## src/hw/rtl/pfre_pkg.sv

```systemverilog
package pfre_pkg;

  localparam int unsigned TIME_W    = 48;
  localparam int unsigned WIN_W     = 8;
  localparam int unsigned TPS_W     = 24;
  localparam int unsigned FR_W      = 8;
  localparam int unsigned RATE_W    = 24;
  localparam int unsigned QUOT_W    = WIN_W + TPS_W;
  localparam int unsigned CNT_W     = $clog2(QUOT_W);
  localparam int unsigned CFG_IDX_W = 2;
  localparam int unsigned CFG_W     = 48;

  // configuration register indexes
  localparam logic [CFG_IDX_W-1:0] CFG_GAP_LIMIT = 2'd0;
  localparam logic [CFG_IDX_W-1:0] CFG_WIN_FRAMES = 2'd1;
  localparam logic [CFG_IDX_W-1:0] CFG_TICKS_PER_SEC = 2'd2;
  localparam logic [CFG_IDX_W-1:0] CFG_RATE_LIMIT = 2'd3;

  // configuration reset values
  localparam logic [TIME_W-1:0] GAP_LIMIT_RST = TIME_W'(5 * 1000 * 1000);
  localparam logic [WIN_W-1:0]  WIN_FRAMES_RST = WIN_W'(60);
  localparam logic [TPS_W-1:0]  TICKS_PER_SEC_RST = TPS_W'(1000000);
  localparam logic [FR_W-1:0]   RATE_LIMIT_RST = FR_W'(80);

  localparam logic [RATE_W-1:0] RATE_MAX = {RATE_W{1'b1}};

  typedef struct packed {
    logic [TIME_W-1:0] pts;
    logic [TIME_W-1:0] arrival_time;
  } pfre_in_t;

  typedef struct packed {
    logic [FR_W-1:0] frame_rate;
    logic            rate_changed;
    logic            updated;
  } pfre_out_t;

  // controller to datapath, one strobe per step
  typedef struct packed {
    logic load;
    logic gap;
    logic interval;
    logic skip;
    logic jump;
    logic win_start;
    logic win_finish;
    logic init_start;
    logic init_finish;
    logic tail;
    logic limit;
    logic emit;
  } pfre_cmd_t;

  // datapath to controller
  typedef struct packed {
    logic upd;
    logic iv_ok;
    logic win_go;
    logic init_go;
    logic div_done;
    logic out_free;
  } pfre_stat_t;

endpackage

```

## src/hw/rtl/pfre_div.sv

```systemverilog
module pfre_div (
  input  logic                         clk_i,
  input  logic                         rst_ni,
  input  logic                         start_i,
  input  logic [pfre_pkg::QUOT_W-1:0]  dividend_i,
  input  logic [pfre_pkg::TIME_W-1:0]  divisor_i,
  output logic                         done_o,
  output logic [pfre_pkg::QUOT_W-1:0]  quo_o,
  output logic                         round_o
);
  import pfre_pkg::*;

  logic              busy_q, busy_d;
  logic [CNT_W-1:0]  cnt_q, cnt_d;
  logic [TIME_W-1:0] rem_q, rem_d;
  logic [QUOT_W-1:0] quo_q, quo_d;
  logic [TIME_W-1:0] dvs_q, dvs_d;

  logic [TIME_W:0]   rem_sh;
  logic [TIME_W+1:0] diff;
  logic              last;

  // restoring division, one quotient bit per cycle
  assign rem_sh = {rem_q, quo_q[QUOT_W-1]};
  assign diff   = {1'b0, rem_sh} - {2'b00, dvs_q};
  assign last   = cnt_q == CNT_W'(QUOT_W - 1);

  always_comb begin
    busy_d = busy_q;
    cnt_d  = cnt_q;
    rem_d  = rem_q;
    quo_d  = quo_q;
    dvs_d  = dvs_q;
    if (start_i) begin
      busy_d = 1'b1;
      cnt_d  = '0;
      rem_d  = '0;
      quo_d  = dividend_i;
      dvs_d  = divisor_i;
    end else if (busy_q) begin
      if (!diff[TIME_W+1]) begin
        rem_d = diff[TIME_W-1:0];
      end else begin
        rem_d = rem_sh[TIME_W-1:0];
      end
      quo_d = {quo_q[QUOT_W-2:0], ~diff[TIME_W+1]};
      cnt_d = cnt_q + CNT_W'(1);
      if (last) begin
        busy_d = 1'b0;
      end
    end
  end

  always_ff @(posedge clk_i or negedge rst_ni) begin
    if (!rst_ni) begin
      busy_q <= 1'b0;
      cnt_q  <= '0;
    end else begin
      busy_q <= busy_d;
      cnt_q  <= cnt_d;
    end
  end

  always_ff @(posedge clk_i) begin
    rem_q <= rem_d;
    quo_q <= quo_d;
    dvs_q <= dvs_d;
  end

  assign done_o  = busy_q && last;
  assign quo_o   = quo_q;
  assign round_o = rem_q > {1'b0, dvs_q[TIME_W-1:1]};

endmodule

```

## src/hw/rtl/pfre_dp.sv

```systemverilog
module pfre_dp (
  input  logic                           clk_i,
  input  logic                           rst_ni,
  input  pfre_pkg::pfre_cmd_t            cmd_i,
  output pfre_pkg::pfre_stat_t           stat_o,
  input  pfre_pkg::pfre_in_t             in_data_i,
  input  logic                           cfg_we_i,
  input  logic [pfre_pkg::CFG_IDX_W-1:0] cfg_idx_i,
  input  logic [pfre_pkg::CFG_W-1:0]     cfg_data_i,
  input  logic                           out_stall_i,
  output logic                           out_valid_o,
  output pfre_pkg::pfre_out_t            out_data_o
);
  import pfre_pkg::*;

  // configuration
  logic [TIME_W-1:0] gap_limit_q;
  logic [WIN_W-1:0]  win_frames_q;
  logic [TPS_W-1:0]  tps_q;
  logic [FR_W-1:0]   rate_limit_q;

  // latched beat
  logic [TIME_W-1:0] pts_q, arr_q;

  // statistics
  logic [TIME_W-1:0] last_arr_q, last_arr_d;
  logic [TIME_W-1:0] last_stamp_q, last_stamp_d;
  logic [TIME_W-1:0] wbase_q, wbase_d;
  logic [TIME_W-1:0] prev_q, prev_d;
  logic [TIME_W-1:0] cur_q, cur_d;
  logic [WIN_W-1:0]  frames_q, frames_d;
  logic [RATE_W-1:0] rate_q, rate_d;
  logic [FR_W-1:0]   last_rep_q, last_rep_d;
  logic              chg_q, chg_d;
  logic              upd_q, upd_d;

  logic              out_valid_q, out_valid_d;
  pfre_out_t         out_q;

  logic [TIME_W-1:0] gap;
  logic              gap_clear;
  logic [TIME_W:0]   hi_bound;
  logic [TIME_W+1:0] three_p;
  logic              restart;
  logic [QUOT_W:0]   win_full;
  logic [RATE_W-1:0] win_rate;
  logic [FR_W-1:0]   lim_rate;

  logic              div_start, div_done, div_round;
  logic [QUOT_W-1:0] div_dividend, div_quo;
  logic [TIME_W-1:0] div_divisor;

  always_ff @(posedge clk_i or negedge rst_ni) begin
    if (!rst_ni) begin
      gap_limit_q  <= GAP_LIMIT_RST;
      win_frames_q <= WIN_FRAMES_RST;
      tps_q        <= TICKS_PER_SEC_RST;
      rate_limit_q <= RATE_LIMIT_RST;
    end else if (cfg_we_i) begin
      unique case (cfg_idx_i)
        CFG_GAP_LIMIT:     gap_limit_q  <= cfg_data_i[TIME_W-1:0];
        CFG_WIN_FRAMES:    win_frames_q <= cfg_data_i[WIN_W-1:0];
        CFG_TICKS_PER_SEC: tps_q        <= cfg_data_i[TPS_W-1:0];
        CFG_RATE_LIMIT:    rate_limit_q <= cfg_data_i[FR_W-1:0];
      endcase
    end
  end

  always_ff @(posedge clk_i) begin
    if (cmd_i.load) begin
      pts_q <= in_data_i.pts;
      arr_q <= in_data_i.arrival_time;
    end
  end

  // arrival gap, absolute difference
  assign gap = (arr_q >= last_arr_q) ? arr_q - last_arr_q : last_arr_q - arr_q;
  assign gap_clear = (last_arr_q != '0) && (gap > gap_limit_q);

  // restart when interval leaves [floor(3p/4), p + floor(p/2)] or stamp is not past base
  assign hi_bound = {1'b0, prev_q} + {2'b00, prev_q[TIME_W-1:1]};
  assign three_p  = {2'b00, prev_q} + {1'b0, prev_q, 1'b0};
  assign restart  = ({1'b0, cur_q} > hi_bound) || (cur_q < three_p[TIME_W+1:2]) ||
                    (pts_q <= wbase_q);

  // window rate rounded to nearest with ties down, saturated
  assign win_full = {1'b0, div_quo} + {{QUOT_W{1'b0}}, div_round};
  assign win_rate = (win_full > (QUOT_W + 1)'(RATE_MAX)) ? RATE_MAX : win_full[RATE_W-1:0];

  assign lim_rate = (rate_q > {{(RATE_W - FR_W){1'b0}}, rate_limit_q}) ? '0 : rate_q[FR_W-1:0];

  always_comb begin
    last_arr_d   = last_arr_q;
    last_stamp_d = last_stamp_q;
    wbase_d      = wbase_q;
    prev_d       = prev_q;
    cur_d        = cur_q;
    frames_d     = frames_q;
    rate_d       = rate_q;
    last_rep_d   = last_rep_q;
    chg_d        = chg_q;
    upd_d        = upd_q;
    if (cmd_i.gap) begin
      if (gap_clear) begin
        last_stamp_d = '0;
        wbase_d      = '0;
        prev_d       = '0;
        cur_d        = '0;
        frames_d     = '0;
        rate_d       = '0;
        last_rep_d   = '0;
      end
      last_arr_d = arr_q;
    end
    if (cmd_i.interval) begin
      cur_d = pts_q - last_stamp_q;
    end
    if (cmd_i.skip) begin
      chg_d = 1'b0;
      upd_d = 1'b0;
    end
    if (cmd_i.jump && restart) begin
      wbase_d  = pts_q;
      frames_d = '0;
    end
    if (cmd_i.win_finish) begin
      rate_d   = win_rate;
      frames_d = '0;
      wbase_d  = pts_q;
    end
    if (cmd_i.init_finish) begin
      rate_d = div_quo[RATE_W-1:0];
    end
    if (cmd_i.tail) begin
      frames_d     = frames_q + WIN_W'(1);
      prev_d       = cur_q;
      last_stamp_d = pts_q;
    end
    if (cmd_i.limit) begin
      rate_d     = {{(RATE_W - FR_W){1'b0}}, lim_rate};
      chg_d      = last_rep_q != lim_rate;
      last_rep_d = lim_rate;
      upd_d      = 1'b1;
    end
  end

  always_ff @(posedge clk_i or negedge rst_ni) begin
    if (!rst_ni) begin
      last_arr_q   <= '0;
      last_stamp_q <= '0;
      wbase_q      <= '0;
      prev_q       <= '0;
      cur_q        <= '0;
      frames_q     <= '0;
      rate_q       <= '0;
      last_rep_q   <= '0;
      chg_q        <= 1'b0;
      upd_q        <= 1'b0;
    end else begin
      last_arr_q   <= last_arr_d;
      last_stamp_q <= last_stamp_d;
      wbase_q      <= wbase_d;
      prev_q       <= prev_d;
      cur_q        <= cur_d;
      frames_q     <= frames_d;
      rate_q       <= rate_d;
      last_rep_q   <= last_rep_d;
      chg_q        <= chg_d;
      upd_q        <= upd_d;
    end
  end

  // shared divider: window rate or initial ticks/interval estimate
  assign div_start    = cmd_i.win_start | cmd_i.init_start;
  assign div_dividend = cmd_i.win_start ? QUOT_W'(win_frames_q) * QUOT_W'(tps_q)
                                        : QUOT_W'(tps_q);
  assign div_divisor  = cmd_i.win_start ? pts_q - wbase_q : cur_q;

  pfre_div u_div (
    .clk_i      (clk_i),
    .rst_ni     (rst_ni),
    .start_i    (div_start),
    .dividend_i (div_dividend),
    .divisor_i  (div_divisor),
    .done_o     (div_done),
    .quo_o      (div_quo),
    .round_o    (div_round)
  );

  // output register
  always_comb begin
    out_valid_d = out_valid_q;
    if (cmd_i.emit) begin
      out_valid_d = 1'b1;
    end else if (!out_stall_i) begin
      out_valid_d = 1'b0;
    end
  end

  always_ff @(posedge clk_i or negedge rst_ni) begin
    if (!rst_ni) begin
      out_valid_q <= 1'b0;
    end else begin
      out_valid_q <= out_valid_d;
    end
  end

  always_ff @(posedge clk_i) begin
    if (cmd_i.emit) begin
      out_q.frame_rate   <= last_rep_q;
      out_q.rate_changed <= chg_q;
      out_q.updated      <= upd_q;
    end
  end

  assign out_valid_o = out_valid_q;
  assign out_data_o  = out_q;

  assign stat_o.upd      = (pts_q != last_stamp_q) && (pts_q != '0);
  assign stat_o.iv_ok    = (last_stamp_q != '0) && (pts_q > last_stamp_q);
  assign stat_o.win_go   = (frames_q == win_frames_q) && (pts_q != wbase_q);
  assign stat_o.init_go  = rate_q == '0;
  assign stat_o.div_done = div_done;
  assign stat_o.out_free = !out_valid_q || !out_stall_i;

endmodule

```

## src/hw/rtl/pfre_ctrl.sv

```systemverilog
module pfre_ctrl (
  input  logic                 clk_i,
  input  logic                 rst_ni,
  input  logic                 in_valid_i,
  output logic                 in_stall_o,
  input  pfre_pkg::pfre_stat_t stat_i,
  output pfre_pkg::pfre_cmd_t  cmd_o
);
  import pfre_pkg::*;

  localparam logic [3:0] S_IDLE   = 4'd0;
  localparam logic [3:0] S_GAP    = 4'd1;
  localparam logic [3:0] S_EVAL   = 4'd2;
  localparam logic [3:0] S_JUMP   = 4'd3;
  localparam logic [3:0] S_WCHK   = 4'd4;
  localparam logic [3:0] S_WDIV   = 4'd5;
  localparam logic [3:0] S_WFIN   = 4'd6;
  localparam logic [3:0] S_ICHK   = 4'd7;
  localparam logic [3:0] S_IDIV   = 4'd8;
  localparam logic [3:0] S_IFIN   = 4'd9;
  localparam logic [3:0] S_TAIL   = 4'd10;
  localparam logic [3:0] S_LIMIT  = 4'd11;
  localparam logic [3:0] S_RESULT = 4'd12;

  logic [3:0] state_q, state_d;

  always_comb begin
    state_d = state_q;
    cmd_o   = '0;
    unique case (state_q)
      S_IDLE: begin
        if (in_valid_i) begin
          cmd_o.load = 1'b1;
          state_d    = S_GAP;
        end
      end
      S_GAP: begin
        cmd_o.gap = 1'b1;
        state_d   = S_EVAL;
      end
      S_EVAL: begin
        if (!stat_i.upd) begin
          cmd_o.skip = 1'b1;
          state_d    = S_RESULT;
        end else if (stat_i.iv_ok) begin
          cmd_o.interval = 1'b1;
          state_d        = S_JUMP;
        end else begin
          state_d = S_TAIL;
        end
      end
      S_JUMP: begin
        cmd_o.jump = 1'b1;
        state_d    = S_WCHK;
      end
      S_WCHK: begin
        if (stat_i.win_go) begin
          cmd_o.win_start = 1'b1;
          state_d         = S_WDIV;
        end else begin
          state_d = S_ICHK;
        end
      end
      S_WDIV: begin
        if (stat_i.div_done) begin
          state_d = S_WFIN;
        end
      end
      S_WFIN: begin
        cmd_o.win_finish = 1'b1;
        state_d          = S_ICHK;
      end
      S_ICHK: begin
        if (stat_i.init_go) begin
          cmd_o.init_start = 1'b1;
          state_d          = S_IDIV;
        end else begin
          state_d = S_TAIL;
        end
      end
      S_IDIV: begin
        if (stat_i.div_done) begin
          state_d = S_IFIN;
        end
      end
      S_IFIN: begin
        cmd_o.init_finish = 1'b1;
        state_d           = S_TAIL;
      end
      S_TAIL: begin
        cmd_o.tail = 1'b1;
        state_d    = S_LIMIT;
      end
      S_LIMIT: begin
        cmd_o.limit = 1'b1;
        state_d     = S_RESULT;
      end
      S_RESULT: begin
        if (stat_i.out_free) begin
          cmd_o.emit = 1'b1;
          state_d    = S_IDLE;
        end
      end
      default: begin
        state_d = S_IDLE;
      end
    endcase
  end

  always_ff @(posedge clk_i or negedge rst_ni) begin
    if (!rst_ni) begin
      state_q <= S_IDLE;
    end else begin
      state_q <= state_d;
    end
  end

  assign in_stall_o = state_q != S_IDLE;

endmodule

```

## src/hw/rtl/pts_frame_rate_estimator.sv

```systemverilog
// Frame rate estimator: each input beat carries one frame's presentation timestamp and its
// arrival time, and yields exactly one output beat with the current rate in frames per second
// (zero when unknown), a flag set when that rate differs from the last one reported, and a flag
// set when the timestamp was new and nonzero. An arrival gap above gap_limit clears all
// statistics first. Intervals are averaged over window_frames steady frames and the rate is
// window_frames*ticks_per_second/span, rounded to nearest with ties down; before the first full
// window it is ticks_per_second/interval. Rates above rate_limit read as zero. One beat is
// processed at a time. Every beat passes the gap check; a stale or zero timestamp then goes
// straight to the result, a new one also takes the tail and limit steps, and one that yields an
// interval first takes the jump, window and initial checks, running the window rate, the
// initial estimate or both on the shared one-bit-per-cycle divider. A finished result waits in
// the output register while the next beat is taken in. Configuration must be written through
// the plain write port only while the block is idle; the block itself does not enforce this.
module pts_frame_rate_estimator (
  input  logic                           clk_i,
  input  logic                           rst_ni,
  // input beats
  input  logic                           in_valid_i,
  output logic                           in_stall_o,
  input  pfre_pkg::pfre_in_t             in_data_i,
  // output beats
  output logic                           out_valid_o,
  input  logic                           out_stall_i,
  output pfre_pkg::pfre_out_t            out_data_o,
  // configuration writes
  input  logic                           cfg_we_i,
  input  logic [pfre_pkg::CFG_IDX_W-1:0] cfg_idx_i,
  input  logic [pfre_pkg::CFG_W-1:0]     cfg_data_i
);
  import pfre_pkg::*;

  pfre_cmd_t  cmd;
  pfre_stat_t stat;

  // sequencer: steps through gap check, interval test, window and initial divisions
  pfre_ctrl u_ctrl (
    .clk_i      (clk_i),
    .rst_ni     (rst_ni),
    .in_valid_i (in_valid_i),
    .in_stall_o (in_stall_o),
    .stat_i     (stat),
    .cmd_o      (cmd)
  );

  // statistics, config registers, shared divider and output register
  pfre_dp u_dp (
    .clk_i       (clk_i),
    .rst_ni      (rst_ni),
    .cmd_i       (cmd),
    .stat_o      (stat),
    .in_data_i   (in_data_i),
    .cfg_we_i    (cfg_we_i),
    .cfg_idx_i   (cfg_idx_i),
    .cfg_data_i  (cfg_data_i),
    .out_stall_i (out_stall_i),
    .out_valid_o (out_valid_o),
    .out_data_o  (out_data_o)
  );

  // at most one step strobe per cycle
  assert property (@(posedge clk_i) disable iff (!rst_ni) $onehot0(cmd))
    else $error("more than one datapath step in a cycle");

  // a result is never loaded over one still waiting
  assert property (@(posedge clk_i) disable iff (!rst_ni) cmd.emit |-> stat.out_free)
    else $error("result emitted while output register is held");

  // once a beat is taken the block is busy in the next cycle
  assert property (@(posedge clk_i) disable iff (!rst_ni)
    (in_valid_i && !in_stall_o) |=> in_stall_o)
    else $error("input not stalled after accepting a beat");

  // a rate change is only reported for an updating frame
  assert property (@(posedge clk_i) disable iff (!rst_ni)
    (out_valid_o && out_data_o.rate_changed) |-> out_data_o.updated)
    else $error("rate change flagged without update");

endmodule

```

## config.mk

```make
export PLATFORM = sky130hd
export DESIGN_NAME = pts_frame_rate_estimator
export DESIGN_NICKNAME = d
export VERILOG_FILES = /design/src/hw/rtl/pfre_pkg.sv /design/src/hw/rtl/pfre_div.sv /design/src/hw/rtl/pfre_dp.sv /design/src/hw/rtl/pfre_ctrl.sv /design/src/hw/rtl/pts_frame_rate_estimator.sv
export SDC_FILE = /design/constraint.sdc
export NUM_CORES = 2
export LEC_CHECK = 0
export BUFFER_PORTS_ARGS = -buffer_cell sky130_fd_sc_hd__buf_2
export CAP_MARGIN = 20
export CORE_ASPECT_RATIO = 1.4
export CORE_MARGIN = 1
export CORE_UTILIZATION = 50
export CTS_CLUSTER_SIZE = 12
export DETAILED_ROUTE_END_ITERATION = 10
export PLACE_DENSITY = 0.67
export SYNTH_ARGS = -nofsm -noshare
export SYNTH_HDL_FRONTEND = slang
export SYNTH_SLANG_ARGS = --single-unit
```

## constraint.sdc

```tcl
create_clock -name clk_i -period 10.8 [get_ports clk_i]
set_input_delay 0.54 -clock clk_i [delete_from_list [all_inputs] [get_ports clk_i]]
set_output_delay 0.54 -clock clk_i [all_outputs]
set_load 0.01 [all_outputs]
```

==> summary.md <==
| Metric | Value |
|---|---|
| Outcome | complete, no violations |
| Ratio of cells with drive above 1 in the final layout | 7.31% |
| Number of storage elements in the synthesis netlist | 615 |
| Total number of H-tree levels | 3 |
| Initial antenna violation count | 9 |
| Largest net degree at the start of global routing | 98 |
| Clock root buffer master | clkbuf_16 |
| Maximum Capacitance Violations | 0 |
| Max clock buf depth | 3 |
| Post-synthesis net count | 6,572 |
| Met3 usage in global routing | 3.03% |
| Core area | 0.0985 mm2 |
| Met2 Usage GRT | 50.0% |
| Dpl hpwl | 115 mm |
| Number of nets at the end of the flow | 6,580 |
| Arrival time at the worst endpoint | 8.90 ns |
| Number of synthesized flops with an enable pin | 186 |
| Detailed-route wire length | 147 mm |
| Total grt overflow | 0 |
| Dominant register cell in the synthesized netlist | dfrtp_1 |
| Crit path launch type | register |
| Synthesized instance count | 5,790 |
| Via count of the routed design | 42,400 |
| Synth async-reset ratio | 62.0% |
| Total power after layout | 8.72 mW |
| ANT nets after route | 0 |
| Final RePlAce weighted congestion | 0.982 |
| Cell area after synthesis | 0.0498 mm2 |
| Maximum vdd ir drop | 0.000338 V |
| Synth-to-layout area growth | 8.32% |
| Final-layout setup total negative slack | 0 ns |
| Overall Global Routing Usage | 29.2% |
| Library cells used by synthesis | 89 |
| Static power due to leakage | 24.7 nW |
| Largest stage delay, worst path | 0.78 ns |
| Setup Viol. Count Final | 0 |
| Critical path data required time | 11.37 ns |
| Count of final hold-check violations | 0 |
| Kind of path behind the tightest hold check | input pin to register |
| Number of buffers created by CTS | 71 |
| Clock latency on the worst-skew pair | 0.67 ns |
| Die Width | 269 um |
| Global-route layer with the greatest usage | met2 |
| Vertical extent of the die | 376 um |
| Total of buffers placed on input and output ports | 162 |
| Top-level port count | 163 |
| First-pass detailed-route iteration total | 6 |
| Highest Clock Rate | 0.120 GHz |
| Grt met1 use | 36.3% |
| Fraction of the yosys area taken by sequential cells | 32.3% |
| Final clock period utilization by the worst path | 77.0% |
| Transition time of the tightest slew-check pin | 1.20 ns |
| Setup repair after global routing missed its margin | false |
| Wire length of the first global-routing pass | 230 mm |
| Worst relative slew slack | 19.4% |
| Row count | 136 |
| Largest driver fanout on the critical path | 59 |
| Post-route DRC violation count | 0 |
| Violation count after the first detailed-route iteration | 3,170 |
| Initial core utilization | 50.6% |
| CTS tree | done |
| Clock period minus final worst setup slack | 8.32 ns |
| Final Max Slew Viols | 0 |
| Number of global-route vias before repair | 41,500 |
| Synthesized area per cell | 8.61 um2 |
| Critical setup path kind | register to register |
| Via count normalized by instance count | 5.91 |
| Average routed wire per standard cell | 20.6 um |
| Worst clock skew | 0.0360 ns |
| Die outline area | 0.101 mm2 |
| Slowest cell on crit path | nor3_1 |
| Syn. warnings | 0 |
| Clock slew seen by the registers of the worst setup and hold paths | 0.06 ns |
| Kind of end point of the critical path | register |
| Clock sink count | 615 |
| Power Dens Cells | 161 mW/mm2 |
-- placed cells by master (no fill, tap or decap), types with 33 or more instances in the layout --
cell	count
a21oi_1	414
xor2_1	111
nor3_1	65
nand4_1	92
dfxtp_1	48
nand2b_1	49
buf_2	161
nor2b_1	57
o21ai_0	515
ha_1	493
xnor2_1	142
a31oi_1	66
o21bai_1	48
a21o_1	183
o21a_1	58
a22o_1	67
buf_4	35
edfxtp_1	186
nand2_1	638
dfrtp_1	359
and3_1	42
and2_1	95
nand3_1	186
mux2i_1	33
fa_1	138
clkbuf_16	76
a211oi_1	49
nor4_1	59
inv_1	581
mux2_2	51
nor2_1	304
-- kinds of logic after synthesis --
kind of cell / synth area share, %
and+or+nand+nor: 16.0
AOI/OAI and AO/OA: 21.0
buffers and inverters: 6.54
adders and majority gates: 17.9
DFF: 32.3
xor gates and xnor gates: 4.45
muxes: 1.81
-- through the flow --
| step | std cells | hold WS [ns] | util (%) | instance area (um2) | setup WS (ns) |
|---|---|---|---|---|---|
| after floorplan | 5790 | 0.244 | - | 49800 | 4.89 |
| after global placement | 7034 | 0.440 | 52.4 | 51600 | 2.82 |
| after detailed placement | 7034 | 0.443 | 52.4 | 51600 | 2.64 |
| after CTS | 7166 | 0.00325 | 54.8 | 54000 | 2.59 |
| after global routing | 7171 | 0.0233 | 54.8 | 54000 | 2.21 |
| final | 7171 | 0.0404 | 54.8 | 54000 | 2.48 |
-- where the power goes --
| group | leakage (nW) | switching (mW) | internal, mW | total, mW |
|---|---|---|---|---|
| clock network | 1.14 | 1.03 | 1.44 | 2.48 |
| logic | 16.6 | 1.99 | 1.68 | 3.67 |
| registers | 6.94 | 0.108 | 2.46 | 2.57 |
-- Yosys cell counts, types with 35 or more instances --
cell type	count	area (um2)
and3_1	43	269
fa_1	138	2760
edfxtp_1	186	5590
xor2_1	111	972
nor3_1	67	335
inv_1	582	2180
nand3_1	186	931
and2_1	97	607
nor2b_1	57	357
dfxtp_1	48	961
a31oi_1	66	413
nand2_1	639	2400
xnor2_1	142	1240
nor4_1	60	375
ha_1	493	6170
buf_1	35	131
clkbuf_1	189	709
a21oi_1	414	2070
a22o_1	67	587
o21ai_0	516	2580
mux2_2	51	574
a211oi_1	49	368
o21a_1	59	443
nand4_1	92	576
a21o_1	183	1370
nor2_1	306	1150
dfrtp_1	360	9010
nand2b_1	49	307
o21bai_1	48	360
-- what timing repair did --
| item | CTS | global route |
|---|---|---|
| endpoints found under the hold margin | 69 | 0 |
| hold buffers | 1 | 0 |
| setup buffers | 0 | 0 |
| gates resized for setup | 0 | 0 |
-- routing by layer --
metal | vias up | part of all wire (%)
met5 | - | 0.023
met3 | 303 | 4.8
met1 | 20400 | 41
met2 | 1226 | 49
met4 | 4 | 5.1
li1 | 20400 | -
-- worst paths after layout --
path | endpoint | slack (ns) | startpoint | cells past startpoint
max | u_dp.wbase_q[16]$_DFFE_PN0P_ | 2.48 | u_dp.last_arr_q[32]$_DFFE_PN0P_ | 27
min | u_dp.pts_q[9]$_DFFE_PP_ | 0.04 | in_data_i[57] | 1
max reg2reg | u_dp.wbase_q[16]$_DFFE_PN0P_ | 2.48 | u_dp.last_arr_q[32]$_DFFE_PN0P_ | 27
min reg2reg | u_dp.out_data_o[0]$_DFFE_PP_ | 0.46 | u_dp.upd_q$_DFFE_PN0P_ | 0
max in group asynchronous | u_dp.prev_q[15]$_DFFE_PN0P_ | 8.08 | rst_ni | 4
min in group asynchronous | u_dp.tps_q[8]$_DFFE_PN0P_ | 0.47 | rst_ni | 2
-- critical path, delay by kind of cell, from the launching register on --
kind            cells  cell delay [ns]
compound gates     13             3.37
fa+ha+maj           2             0.83
buf+inv             3             1.01
flops               1             0.54
simple gates        9             2.39
-- layout make-up --
cell class,instances,area (um2)
Fill cell,9099,44500
Tap cell,1311,1640
Clock inverter,26,270
Antenna cell,4,10.0
Timing Repair Buffer,199,1110
Clock buffer,105,2090
Inverter,584,2190
Multi-Input combinational cell,4327,30600
Sequential cell,615,16100
(Power assumes the default switching activity.)
